--- src/hdl/espc_pkg.sv ---
// Shared types, codes and constants of the equal-sum partition checker.
package espc_pkg;

  localparam int unsigned MAX_HALF_SUM_DEF = 1023;
  localparam int unsigned WORD_BITS_DEF    = 64;

  localparam int unsigned WEIGHT_W    = 16;
  localparam int unsigned TOTAL_W     = 24;
  // Widest bit offset inside a bitset word over the supported word sizes.
  localparam int unsigned OFF_W_MAX   = 6;
  localparam int unsigned QUEUE_DEPTH = 2;

  typedef enum logic [1:0] {
    ST_DECIDED = 2'd0,
    ST_ODD     = 2'd1,
    ST_RANGE   = 2'd2
  } status_e;

  typedef struct packed {
    logic [WEIGHT_W-1:0] weight;
    logic                last;
  } item_t;

  typedef struct packed {
    logic    can_partition;
    status_e status;
  } result_t;

  // One classified item handed from the front end to the bitset engine.
  typedef struct packed {
    logic                 shift_en;
    logic                 last;
    status_e              status;
    logic [WEIGHT_W-1:0]  wq;
    logic [OFF_W_MAX-1:0] wr;
    logic [WEIGHT_W-1:0]  hq;
    logic [OFF_W_MAX-1:0] hr;
  } job_t;

  typedef enum logic [1:0] {
    F_IDLE,
    F_DIVW,
    F_DIVH,
    F_PUSH
  } front_state_e;

  typedef enum logic [2:0] {
    B_IDLE,
    B_SWEEP,
    B_DRAIN,
    B_QUERY,
    B_RESULT
  } back_state_e;

endpackage

--- src/hdl/espc_front.sv ---
// Front end: accepts items, keeps the running total and splits offsets into word and bit.
module espc_front import espc_pkg::*; #(
  parameter int unsigned MAX_HALF_SUM = MAX_HALF_SUM_DEF,
  parameter int unsigned WORD_BITS    = WORD_BITS_DEF
) (
  input  logic  clk_i,
  input  logic  rst_ni,
  input  logic  push_i,
  input  item_t item_i,
  output logic  full_o,
  output logic  job_push_o,
  output job_t  job_o,
  input  logic  job_full_i
);

  localparam int unsigned OFF_W = $clog2(WORD_BITS);
  localparam logic [WEIGHT_W-1:0] WB_W     = WEIGHT_W'(WORD_BITS);
  localparam logic [WEIGHT_W-1:0] HALF_W_MAX = WEIGHT_W'(MAX_HALF_SUM);
  localparam logic [TOTAL_W-1:0]  HALF_T_MAX = TOTAL_W'(MAX_HALF_SUM);
  localparam int unsigned MUL_W  = WEIGHT_W + 2;
  localparam int unsigned PROD_W = WEIGHT_W + MUL_W;
  localparam int unsigned DIV_S  = WEIGHT_W + OFF_W;
  // Reciprocal of WORD_BITS rounded up; exact for every dividend of WEIGHT_W bits.
  localparam logic [MUL_W-1:0] DIV_M = MUL_W'(((1 << DIV_S) + WORD_BITS - 1) / WORD_BITS);

  front_state_e        state_q, state_d;
  logic [TOTAL_W-1:0]  total_q, total_d;
  logic                sat_q, sat_d;
  job_t                job_q, job_d;
  logic [WEIGHT_W-1:0] rem_q, rem_d;
  logic [WEIGHT_W-1:0] half_q, half_d;

  logic [TOTAL_W:0]    sum;
  logic [TOTAL_W-1:0]  tot_nx;
  logic                sat_nx;
  logic [TOTAL_W-1:0]  half_t;
  status_e             status_nx;
  logic                shift_en;
  logic [PROD_W-1:0]   prod;
  logic [WEIGHT_W-1:0] div_quo;
  logic [WEIGHT_W-1:0] div_rem;

  assign sum    = {1'b0, total_q} + (TOTAL_W+1)'(item_i.weight);
  assign tot_nx = sum[TOTAL_W] ? '1 : sum[TOTAL_W-1:0];
  assign sat_nx = sat_q | sum[TOTAL_W];
  assign half_t = tot_nx >> 1;

  always_comb begin
    if (sat_nx) begin
      status_nx = ST_RANGE;
    end else if (tot_nx[0]) begin
      status_nx = ST_ODD;
    end else if (half_t > HALF_T_MAX) begin
      status_nx = ST_RANGE;
    end else begin
      status_nx = ST_DECIDED;
    end
  end

  // Weights of zero or beyond the bitset leave the reachable sums untouched.
  assign shift_en = (item_i.weight != '0) && (item_i.weight <= HALF_W_MAX);

  // Word index and bit offset of the registered offset, by reciprocal multiplication.
  assign prod    = PROD_W'(rem_q) * PROD_W'(DIV_M);
  assign div_quo = WEIGHT_W'(prod >> DIV_S);
  assign div_rem = rem_q - div_quo * WB_W;

  always_comb begin
    state_d    = state_q;
    total_d    = total_q;
    sat_d      = sat_q;
    job_d      = job_q;
    rem_d      = rem_q;
    half_d     = half_q;
    job_push_o = 1'b0;
    unique case (state_q)
      F_IDLE: begin
        if (push_i) begin
          total_d        = item_i.last ? '0 : tot_nx;
          sat_d          = item_i.last ? 1'b0 : sat_nx;
          job_d.shift_en = shift_en;
          job_d.last     = item_i.last;
          job_d.status   = item_i.last ? status_nx : ST_DECIDED;
          job_d.wq       = '0;
          job_d.wr       = '0;
          job_d.hq       = '0;
          job_d.hr       = '0;
          half_d         = half_t[WEIGHT_W-1:0];
          rem_d          = item_i.weight;
          if (shift_en) begin
            state_d = F_DIVW;
          end else if (item_i.last && (status_nx == ST_DECIDED)) begin
            rem_d   = half_t[WEIGHT_W-1:0];
            state_d = F_DIVH;
          end else begin
            state_d = F_PUSH;
          end
        end
      end
      F_DIVW: begin
        job_d.wq = div_quo;
        job_d.wr = OFF_W_MAX'(div_rem[OFF_W-1:0]);
        if (job_q.last && (job_q.status == ST_DECIDED)) begin
          rem_d   = half_q;
          state_d = F_DIVH;
        end else begin
          state_d = F_PUSH;
        end
      end
      F_DIVH: begin
        job_d.hq = div_quo;
        job_d.hr = OFF_W_MAX'(div_rem[OFF_W-1:0]);
        state_d  = F_PUSH;
      end
      F_PUSH: begin
        if (!job_full_i) begin
          job_push_o = 1'b1;
          state_d    = F_IDLE;
        end
      end
      default: begin
        state_d = F_IDLE;
      end
    endcase
  end

  always_ff @(posedge clk_i or negedge rst_ni) begin
    if (!rst_ni) begin
      state_q <= F_IDLE;
      total_q <= '0;
      sat_q   <= 1'b0;
    end else begin
      state_q <= state_d;
      total_q <= total_d;
      sat_q   <= sat_d;
    end
  end

  always_ff @(posedge clk_i) begin
    job_q  <= job_d;
    rem_q  <= rem_d;
    half_q <= half_d;
  end

  assign full_o = (state_q != F_IDLE);
  assign job_o  = job_q;

endmodule

--- src/hdl/espc_fifo.sv ---
// Short queue of classified items between the front end and the bitset engine.
module espc_fifo import espc_pkg::*; (
  input  logic clk_i,
  input  logic rst_ni,
  input  logic push_i,
  input  job_t data_i,
  output logic full_o,
  input  logic pop_i,
  output job_t data_o,
  output logic empty_o
);

  localparam int unsigned PTR_W = (QUEUE_DEPTH > 1) ? $clog2(QUEUE_DEPTH) : 1;
  localparam int unsigned CNT_W = $clog2(QUEUE_DEPTH + 1);
  localparam logic [PTR_W-1:0] PTR_LAST = PTR_W'(QUEUE_DEPTH - 1);
  localparam logic [CNT_W-1:0] CNT_FULL = CNT_W'(QUEUE_DEPTH);

  job_t             buf_q [QUEUE_DEPTH];
  logic [PTR_W-1:0] wr_ptr_q, rd_ptr_q;
  logic [CNT_W-1:0] count_q;
  logic             do_push, do_pop;

  assign full_o  = (count_q == CNT_FULL);
  assign empty_o = (count_q == '0);
  assign do_push = push_i && !full_o;
  assign do_pop  = pop_i && !empty_o;
  assign data_o  = buf_q[rd_ptr_q];

  always_ff @(posedge clk_i or negedge rst_ni) begin
    if (!rst_ni) begin
      wr_ptr_q <= '0;
      rd_ptr_q <= '0;
      count_q  <= '0;
    end else begin
      if (do_push) begin
        wr_ptr_q <= (wr_ptr_q == PTR_LAST) ? '0 : wr_ptr_q + 1'b1;
      end
      if (do_pop) begin
        rd_ptr_q <= (rd_ptr_q == PTR_LAST) ? '0 : rd_ptr_q + 1'b1;
      end
      if (do_push && !do_pop) begin
        count_q <= count_q + 1'b1;
      end else if (do_pop && !do_push) begin
        count_q <= count_q - 1'b1;
      end
    end
  end

  always_ff @(posedge clk_i) begin
    if (do_push) begin
      buf_q[wr_ptr_q] <= data_i;
    end
  end

endmodule

--- src/hdl/espc_back.sv ---
// Bitset engine: word-serial shift-or over the reachable sums, final lookup and result register.
module espc_back import espc_pkg::*; #(
  parameter int unsigned MAX_HALF_SUM = MAX_HALF_SUM_DEF,
  parameter int unsigned WORD_BITS    = WORD_BITS_DEF
) (
  input  logic    clk_i,
  input  logic    rst_ni,
  input  logic    job_empty_i,
  output logic    job_pop_o,
  input  job_t    job_i,
  output logic    res_empty_o,
  input  logic    res_pop_i,
  output result_t res_o
);

  localparam int unsigned NW       = (MAX_HALF_SUM + WORD_BITS) / WORD_BITS;
  localparam int unsigned IDX_W    = (NW > 1) ? $clog2(NW) : 1;
  localparam int unsigned CNT_W    = $clog2(NW + 1);
  localparam int unsigned CW1      = CNT_W + 1;
  localparam int unsigned OFF_W    = $clog2(WORD_BITS);
  localparam int unsigned SH_W     = OFF_W + 1;
  localparam int unsigned TOP_BITS = MAX_HALF_SUM + 1 - (NW - 1) * WORD_BITS;
  localparam logic [WORD_BITS-1:0] TOP_MASK = {WORD_BITS{1'b1}} >> (WORD_BITS - TOP_BITS);
  localparam logic [CW1-1:0]   NW_C   = CW1'(NW);
  localparam logic [CW1-1:0]   NW_M1  = CW1'(NW - 1);
  localparam logic [IDX_W-1:0] IDX_TOP = IDX_W'(NW - 1);
  localparam logic [SH_W-1:0]  WB_SH  = SH_W'(WORD_BITS);

  back_state_e          state_q, state_d;
  job_t                 job_q, job_d;
  logic [CNT_W-1:0]     cnt_q, cnt_d;

  logic [WORD_BITS-1:0] mem_q [NW];
  logic [NW-1:0]        vld_q;

  logic [WORD_BITS-1:0] a_raw_q, b_raw_q, a_prev_q;
  logic                 a_vld_q, a_zero_q, a_idx0_q;
  logic                 b_vld_q, b_idx0_q;
  logic                 wr_pend_q, wr_pend_d;
  logic [IDX_W-1:0]     wr_idx_q;

  logic                 out_valid_q;
  result_t              out_q, out_d;
  logic                 out_load, clear_vld;

  logic                 rd_a_en, rd_b_en, a_zero_d;
  logic [IDX_W-1:0]     rd_a_idx;
  logic [CW1-1:0]       qc, src_sum, src_full, dst_full;
  logic                 src_ok, last_rd;
  logic [IDX_W-1:0]     src_idx, dst_idx;
  logic [OFF_W-1:0]     r;
  logic [WORD_BITS-1:0] a_eff, b_eff, shifted, wr_data;
  logic                 hit;

  // Destination word k takes source words k-q (upper part) and k-q-1 (lower part).
  assign qc       = CW1'(job_q.wq[IDX_W-1:0]);
  assign src_sum  = qc + CW1'(cnt_q);
  assign src_ok   = src_sum <= NW_M1;
  assign src_full = NW_M1 - src_sum;
  assign src_idx  = src_full[IDX_W-1:0];
  assign dst_full = NW_C - CW1'(cnt_q);
  assign dst_idx  = dst_full[IDX_W-1:0];
  assign last_rd  = src_sum == NW_C;
  assign r        = job_q.wr[OFF_W-1:0];

  // A word that was never written since the last clear holds the empty-set value.
  assign a_eff = a_zero_q ? '0 : (a_vld_q ? a_raw_q : (a_idx0_q ? WORD_BITS'(1) : '0));
  assign b_eff = b_vld_q ? b_raw_q : (b_idx0_q ? WORD_BITS'(1) : '0);

  assign shifted = (a_prev_q << r) | ((r != '0) ? (a_eff >> (WB_SH - SH_W'(r))) : '0);
  assign wr_data = (wr_idx_q == IDX_TOP) ? ((b_eff | shifted) & TOP_MASK) : (b_eff | shifted);
  assign hit     = a_eff[job_q.hr[OFF_W-1:0]];

  always_comb begin
    state_d   = state_q;
    job_d     = job_q;
    cnt_d     = cnt_q;
    job_pop_o = 1'b0;
    rd_a_en   = 1'b0;
    rd_b_en   = 1'b0;
    rd_a_idx  = src_idx;
    a_zero_d  = !src_ok;
    wr_pend_d = 1'b0;
    out_load  = 1'b0;
    clear_vld = 1'b0;
    out_d     = out_q;
    unique case (state_q)
      B_IDLE: begin
        if (!job_empty_i) begin
          job_pop_o = 1'b1;
          job_d     = job_i;
          cnt_d     = '0;
          if (job_i.shift_en) begin
            state_d = B_SWEEP;
          end else if (job_i.last) begin
            state_d = B_QUERY;
          end
        end
      end
      B_SWEEP: begin
        rd_a_en   = 1'b1;
        rd_b_en   = (cnt_q != '0);
        wr_pend_d = (cnt_q != '0);
        if (last_rd) begin
          state_d = B_DRAIN;
        end else begin
          cnt_d = cnt_q + 1'b1;
        end
      end
      B_DRAIN: begin
        state_d = job_q.last ? B_QUERY : B_IDLE;
      end
      B_QUERY: begin
        rd_a_en  = 1'b1;
        rd_a_idx = job_q.hq[IDX_W-1:0];
        a_zero_d = 1'b0;
        state_d  = B_RESULT;
      end
      B_RESULT: begin
        if (!out_valid_q || res_pop_i) begin
          out_load            = 1'b1;
          clear_vld           = 1'b1;
          out_d.can_partition = (job_q.status == ST_DECIDED) && hit;
          out_d.status        = job_q.status;
          state_d             = B_IDLE;
        end
      end
      default: begin
        state_d = B_IDLE;
      end
    endcase
  end

  always_ff @(posedge clk_i or negedge rst_ni) begin
    if (!rst_ni) begin
      state_q     <= B_IDLE;
      vld_q       <= '0;
      wr_pend_q   <= 1'b0;
      out_valid_q <= 1'b0;
    end else begin
      state_q   <= state_d;
      wr_pend_q <= wr_pend_d;
      if (clear_vld) begin
        vld_q <= '0;
      end else if (wr_pend_q) begin
        vld_q[wr_idx_q] <= 1'b1;
      end
      if (out_load) begin
        out_valid_q <= 1'b1;
      end else if (res_pop_i) begin
        out_valid_q <= 1'b0;
      end
    end
  end

  always_ff @(posedge clk_i) begin
    job_q    <= job_d;
    cnt_q    <= cnt_d;
    wr_idx_q <= dst_idx;
    out_q    <= out_d;
    if (state_q == B_SWEEP) begin
      a_prev_q <= a_eff;
    end
    if (rd_a_en) begin
      a_raw_q  <= mem_q[rd_a_idx];
      a_vld_q  <= vld_q[rd_a_idx];
      a_zero_q <= a_zero_d;
      a_idx0_q <= (rd_a_idx == '0);
    end
    if (rd_b_en) begin
      b_raw_q  <= mem_q[dst_idx];
      b_vld_q  <= vld_q[dst_idx];
      b_idx0_q <= (dst_idx == '0);
    end
    if (wr_pend_q) begin
      mem_q[wr_idx_q] <= wr_data;
    end
  end

  assign res_empty_o = !out_valid_q;
  assign res_o       = out_q;

endmodule

--- src/hdl/equal_sum_partition_check.sv ---
// Equal-sum partition checker: reports whether a set of weights splits into two equal halves.
//
// Input channel: present item_i (weight, last) with push; it is taken at a rising edge with
// push high and full low. The last item of a set must carry last = 1.
// Result channel: one result per set, on res_o while empty is low, taken with pop.
// status 0 means decided, 1 an odd total, 2 a half sum beyond the bitset or a saturated total;
// can_partition is 1 only with status 0 and half the total reachable.
// The front end holds full high after taking an item until it has pushed it to the queue:
// it divides the offset of a weight in range (F_DIVW), then the half sum of a decided last item
// (F_DIVH), then pushes (F_PUSH), and stays longer while the queue behind it is full.
// The bitset engine sweeps NW = (MAX_HALF_SUM + WORD_BITS) / WORD_BITS words from the top down,
// one word a cycle on a dual-read memory, for each weight in range, then drains; a last item
// then goes through the lookup and the result state.
// An unpopped result holds the engine once the next result is ready; the two-entry queue
// and the front end take items until they fill up; full then stays high until the receiver pops.
// Reset clears the total, the queue, the result valid flag and the per-word valid bits at once,
// so the bitset reads as only sum zero reachable; no clearing pass is needed.
module equal_sum_partition_check import espc_pkg::*; #(
  parameter int unsigned MAX_HALF_SUM = MAX_HALF_SUM_DEF,
  parameter int unsigned WORD_BITS    = WORD_BITS_DEF
) (
  input  logic    clk_i,
  input  logic    rst_ni,
  input  logic    push,
  input  item_t   item_i,
  output logic    full,
  output logic    empty,
  input  logic    pop,
  output result_t res_o
);

  logic job_push, job_full, job_pop, job_empty;
  job_t job_in, job_out;

  espc_front #(
    .MAX_HALF_SUM (MAX_HALF_SUM),
    .WORD_BITS    (WORD_BITS)
  ) u_front (
    .clk_i      (clk_i),
    .rst_ni     (rst_ni),
    .push_i     (push),
    .item_i     (item_i),
    .full_o     (full),
    .job_push_o (job_push),
    .job_o      (job_in),
    .job_full_i (job_full)
  );

  espc_fifo u_fifo (
    .clk_i   (clk_i),
    .rst_ni  (rst_ni),
    .push_i  (job_push),
    .data_i  (job_in),
    .full_o  (job_full),
    .pop_i   (job_pop),
    .data_o  (job_out),
    .empty_o (job_empty)
  );

  espc_back #(
    .MAX_HALF_SUM (MAX_HALF_SUM),
    .WORD_BITS    (WORD_BITS)
  ) u_back (
    .clk_i       (clk_i),
    .rst_ni      (rst_ni),
    .job_empty_i (job_empty),
    .job_pop_o   (job_pop),
    .job_i       (job_out),
    .res_empty_o (empty),
    .res_pop_i   (pop),
    .res_o       (res_o)
  );

`ifndef ASSERT_OFF
  a_no_queue_overflow: assert property (@(posedge clk_i) disable iff (!rst_ni)
    job_push |-> !job_full)
    else $error("item pushed into a full queue");

  a_no_queue_underflow: assert property (@(posedge clk_i) disable iff (!rst_ni)
    job_pop |-> !job_empty)
    else $error("item popped from an empty queue");

  a_front_busy_after_accept: assert property (@(posedge clk_i) disable iff (!rst_ni)
    (push && !full) |=> full)
    else $error("front end not busy after taking an item");

  a_undecided_never_true: assert property (@(posedge clk_i) disable iff (!rst_ni)
    (!empty && (res_o.status != ST_DECIDED)) |-> !res_o.can_partition)
    else $error("partition reported true for an undecided set");
`endif

endmodule
--- config.mk ---
export PLATFORM = sky130hd
export DESIGN_NAME = equal_sum_partition_check
export DESIGN_NICKNAME = d
export VERILOG_FILES = /design/src/hdl/espc_pkg.sv /design/src/hdl/espc_front.sv /design/src/hdl/espc_fifo.sv /design/src/hdl/espc_back.sv /design/src/hdl/equal_sum_partition_check.sv
export SDC_FILE = /design/constraint.sdc
export NUM_CORES = 2
export LEC_CHECK = 0
export BUFFER_PORTS_ARGS = -buffer_cell sky130_fd_sc_hd__buf_2
export CORE_AREA = 2 2 345 347
export CTS_BUF_LIST = sky130_fd_sc_hd__clkbuf_4
export DETAILED_ROUTE_END_ITERATION = 16
export DIE_AREA = 0 0 347 349
export GPL_TIMING_DRIVEN = 0
export PLACE_DENSITY_LB_ADDON = 0.05
export SYNTH_ARGS = -nofsm -noshare
export SYNTH_HDL_FRONTEND = slang
export SYNTH_SLANG_ARGS = --single-unit
--- constraint.sdc ---
create_clock -name clk_i -period 6.6 [get_ports clk_i]
set_input_delay 0.66 -clock clk_i [delete_from_list [all_inputs] [get_ports clk_i]]
set_output_delay 0.66 -clock clk_i [all_outputs]
set_load 0.02 [all_outputs]
==> results by group <==
Flow run
  – MaxCap Viol Count: 1

Place
  – Placed insts: 5811
  – Final Wtd Congestion: 1.10
  – PortBufs: 25
  – Post-DP HPWL: 178000 um

Worst hold path
  – Hold crit path type: in2reg
  – HP Start: item_i[15]
  – Hold EP: u_front.total_q[14]$_DFFE_PN0P_
  – WHS Path Cells: 6

Setup path
  – CP peak stage delay: 0.96 ns
  – Critical path's top delay family: buffers and inverters
  – Crit path top cell by count: clkbuf_1
  – Startpoint types: flop
  – CP Class: reg2reg
  – R2r worst-path depth: 10
  – Worst path required time: 7.62 ns
  – Cell Chain, Critical Path: clkbuf_1 > clkbuf_2 > buf_1 > inv_1 > ha_1 > clkbuf_1 > clkbuf_1 > clkbuf_1 > mux4_2 > mux4_2
  – Buf/Inv on CP: 7
  – R2R Path End: u_back.b_raw_q[2]$_DFFE_PP_
  – Slowest-stage cell, CP: clkbuf_1
  – CP max FO: 11
  – Levels on crit path: 10
  – Arrival @ worst endpoint: 7.61 ns
  – RR Startpoint: u_back.cnt_q[0]$_SDFFCE_PN0P_
  – CP endpoint kind: flop
  – Flop2flop setup slack: 0.01 ns

Synth
  – Top cell type's share of synthesized area: 57.6%
  – Post-Syn Nets: 4216
  – Synth Warn #: 0
  – Synth cell types: 80
  – Post-synthesis area per instance: 16.8 um^2
  – Ys flop type: edfxtp_1
  – Mapped Cells: 4165
  – Seq cells post-synth: 1400
  – Synth top area cells: edfxtp_1, mux4_2, mux2i_1, dfrtp_1, nand2_1
  – Largest area contributor in the netlist: edfxtp_1
  – Post-synthesis sequential area ratio: 59.5%
  – Synth Cell Area: 70100 um^2
  – Asr flop ratio synth: 3.71%
  – Post-synth EDFFs: 1344

Finish
  – Share of cells above drive strength 1: 32.4%
  – Most frequent cells in the layout: edfxtp_1, mux4_2, clkbuf_4
  – Most common cell after layout, fill and taps aside: edfxtp_1
  – Final cell count without fillers: 6479
  – Synth-to-layout area growth: 11.8%
  – # nets final: 4730

Clocking
  – Clk pin slew, worst setup/hold paths: 0.06 ns
  – Clock Tree Root: clkbuf_4
  – H-tree levels: 5
  – Clock Latency Late Sink: 1.37 ns
  – CTS tree: done
  – CTS Sinks: 1400
  – # Post-CTS Setup Buffers: 0
  – Clk buf depth: 4
  – Total CTS buffers: 374

Die
  – Row Count: 126
  – Core area: 117000 um^2
  – Die width: 347 um
  – Starting Density: 59.7%
  – Die H: 349 um
  – Die ar.: 121000 um^2
  – Top-Level Pins: 26

GRT
  – GRT Total Usage: 40.5%
  – Gr ovfl total: 0
  – Vias in the first global route: 46.8k
  – Largest net degree at the start of global routing: 53
  – Initial antenna violation count: 11
  – First-pass GRT wire length: 339000 um

Drt
  – Final ANT Viol Nets: 0
  – Vias/cell: 7.26
  – Via count: 47.0k
  – Drt pass-1 iters: 6
  – WL final: 241000 um
  – Avg WL per Cell: 37.2 um
  – Drc violations: 0
  – Drt initial violations: 7711

STA
  – Clock skew: 0.0904 ns
  – Slew HR: -1.57%
  – Period Utilization, post-route: 99.8%
  – Final Hold Vio Count: 0
  – Max Freq: 152 MHz
  – Final min period: 6.59 ns
  – Slew @ Worst Pin: 1.51 ns
  – # setup viols final: 0
  – RSZ-0062 raised after global routing: false
  – Max-slew violations: 3

Outcome
  – Status: finished with violations
  – Violated checks: capacitance limit, slew limit
-- synthesized netlist by cell type (7+ instances only) --
library cell  count
a31oi_1          20
a21o_1            7
o211ai_1         32
o22ai_1          16
and3_1           10
xor2_1           11
buf_2            69
edfxtp_1       1344
a211oi_1         81
dfrtp_1          52
nand2_1         257
buf_4            27
o21a_1            8
o221ai_1          9
a21oi_1         158
nor3_1           27
mux4_2          713
inv_1            46
a221o_1          28
xnor2_1          21
o22a_1           12
clkbuf_1        169
ha_1             28
mux2i_1         176
o21ai_1          13
nor2_1          181
o21ai_0         173
and2_1           76
nand3_1          76
nor2b_1          72
nand2b_1         15
mux2_2           75
buf_1            56
o31ai_1          14
-- what timing repair did --
item | CTS | global route
endpoints found under the hold margin | 98 | 52
hold buffers | 21 | 1
setup endpoints to repair | 65 | 39
gates resized for setup | 1 | 4
pin swaps | 0 | 0
-- cell families (layout without fill, tap and decap cells) --
kind of cell    after synthesis  count (layout)  share of synthesized area (%)
simple gates                754             754                           5.08
buf+inv                     376            1137                           2.31
other cells                   0              17                              0
flops                      1400            1400                           59.5
fa+ha+maj                    30              30                          0.557
mux                         964             964                           26.6
xor+xnor                     32              32                          0.400
compound gates              609             609                           5.49
-- layout make-up --
class / instances / area, um^2
Timing Repair Buffer: 138 / 1760
Antenna cell: 17 / 42.5
Fill cell: 7992 / 39100
Tap cell: 1536 / 1920
Sequential cell: 1400 / 41700
Multi-Input combinational cell: 2389 / 26900
Inverter: 51 / 191
Clock inverter: 110 / 490
Clock buffer: 513 / 3850
Buffer: 325 / 1440
-- per-stage QoR --
stage                     setup TNS [ns]  hold WS [ns]  cell area, um^2  util [%]  worst slack, ns
after floorplan                        0         0.364            70100         -            0.770
after global placement          -2423.07         0.424            72200      61.4            -5.75
after detailed placement          -17.42         0.434            73600      62.7           -0.487
after CTS                              0        0.0658            78200      66.6          0.00695
after global routing                   0         0.156            78300      66.7           0.0268
final                                  0         0.157            78300      66.7          0.00990
-- worst min-delay path: stages --
cell      delay, ns
buf_2          0.10
ha_1           0.12
clkbuf_1       0.26
xor2_1         0.12
nor2_1         0.10
o31ai_1        0.08
-- worst max path at each step --
stage / start / to / slack, ns
finish: u_back.cnt_q[0]$_SDFFCE_PN0P_ / u_back.b_raw_q[2]$_DFFE_PP_ / 0.01
global route: u_back.cnt_q[0]$_SDFFCE_PN0P_ / u_back.b_raw_q[3]$_DFFE_PP_ / 0.03
CTS: u_back.cnt_q[0]$_SDFFCE_PN0P_ / u_back.b_raw_q[10]$_DFFE_PP_ / 0.007
detailed placement: u_back.cnt_q[0]$_SDFFCE_PN0P_ / u_back.b_raw_q[8]$_DFFE_PP_ / -0.49
global placement: u_back.wr_idx_q[2]$_DFF_P_ / u_back.mem_q[8][35]$_DFFE_PP_ / -5.75
floorplan: u_back.state_q[2]$_DFFE_PN0P_ / u_back.b_idx0_q$_DFFE_PP_ / 0.77
-- metal layers --
metal | global-route usage, % | wire [um]
met5 | 0 | 92
met4 | 20.3 | 12200
met3 | 12.5 | 33200
met2 | 59.3 | 108000
met1 | 55.8 | 87900
-- flip-flops by register name, indices dropped and copies added, names as in the netlist, 2 cells and up --
| register | count |
|---|---|
| u_back.a_prev_q | 64 |
| u_back.a_raw_q | 64 |
| u_back.b_raw_q | 64 |
| u_back.cnt_q | 5 |
| u_back.job_q | 17 |
| u_back.mem_q | 1024 |
| u_back.r | 6 |
| u_back.res_o | 3 |
| u_back.state_q | 3 |
| u_back.vld_q | 16 |
| u_back.wr_idx_q | 4 |
| u_fifo.buf_q | 48 |
| u_fifo.count_q | 2 |
| u_front.half_q | 10 |
| u_front.job_o | 24 |
| u_front.rem_q | 10 |
| u_front.state_q | 2 |
| u_front.total_q | 24 |
Power is left out: the tool's default activity adds up to more than one toggle a clock period on the data nets, which glitch-free logic cannot reach.
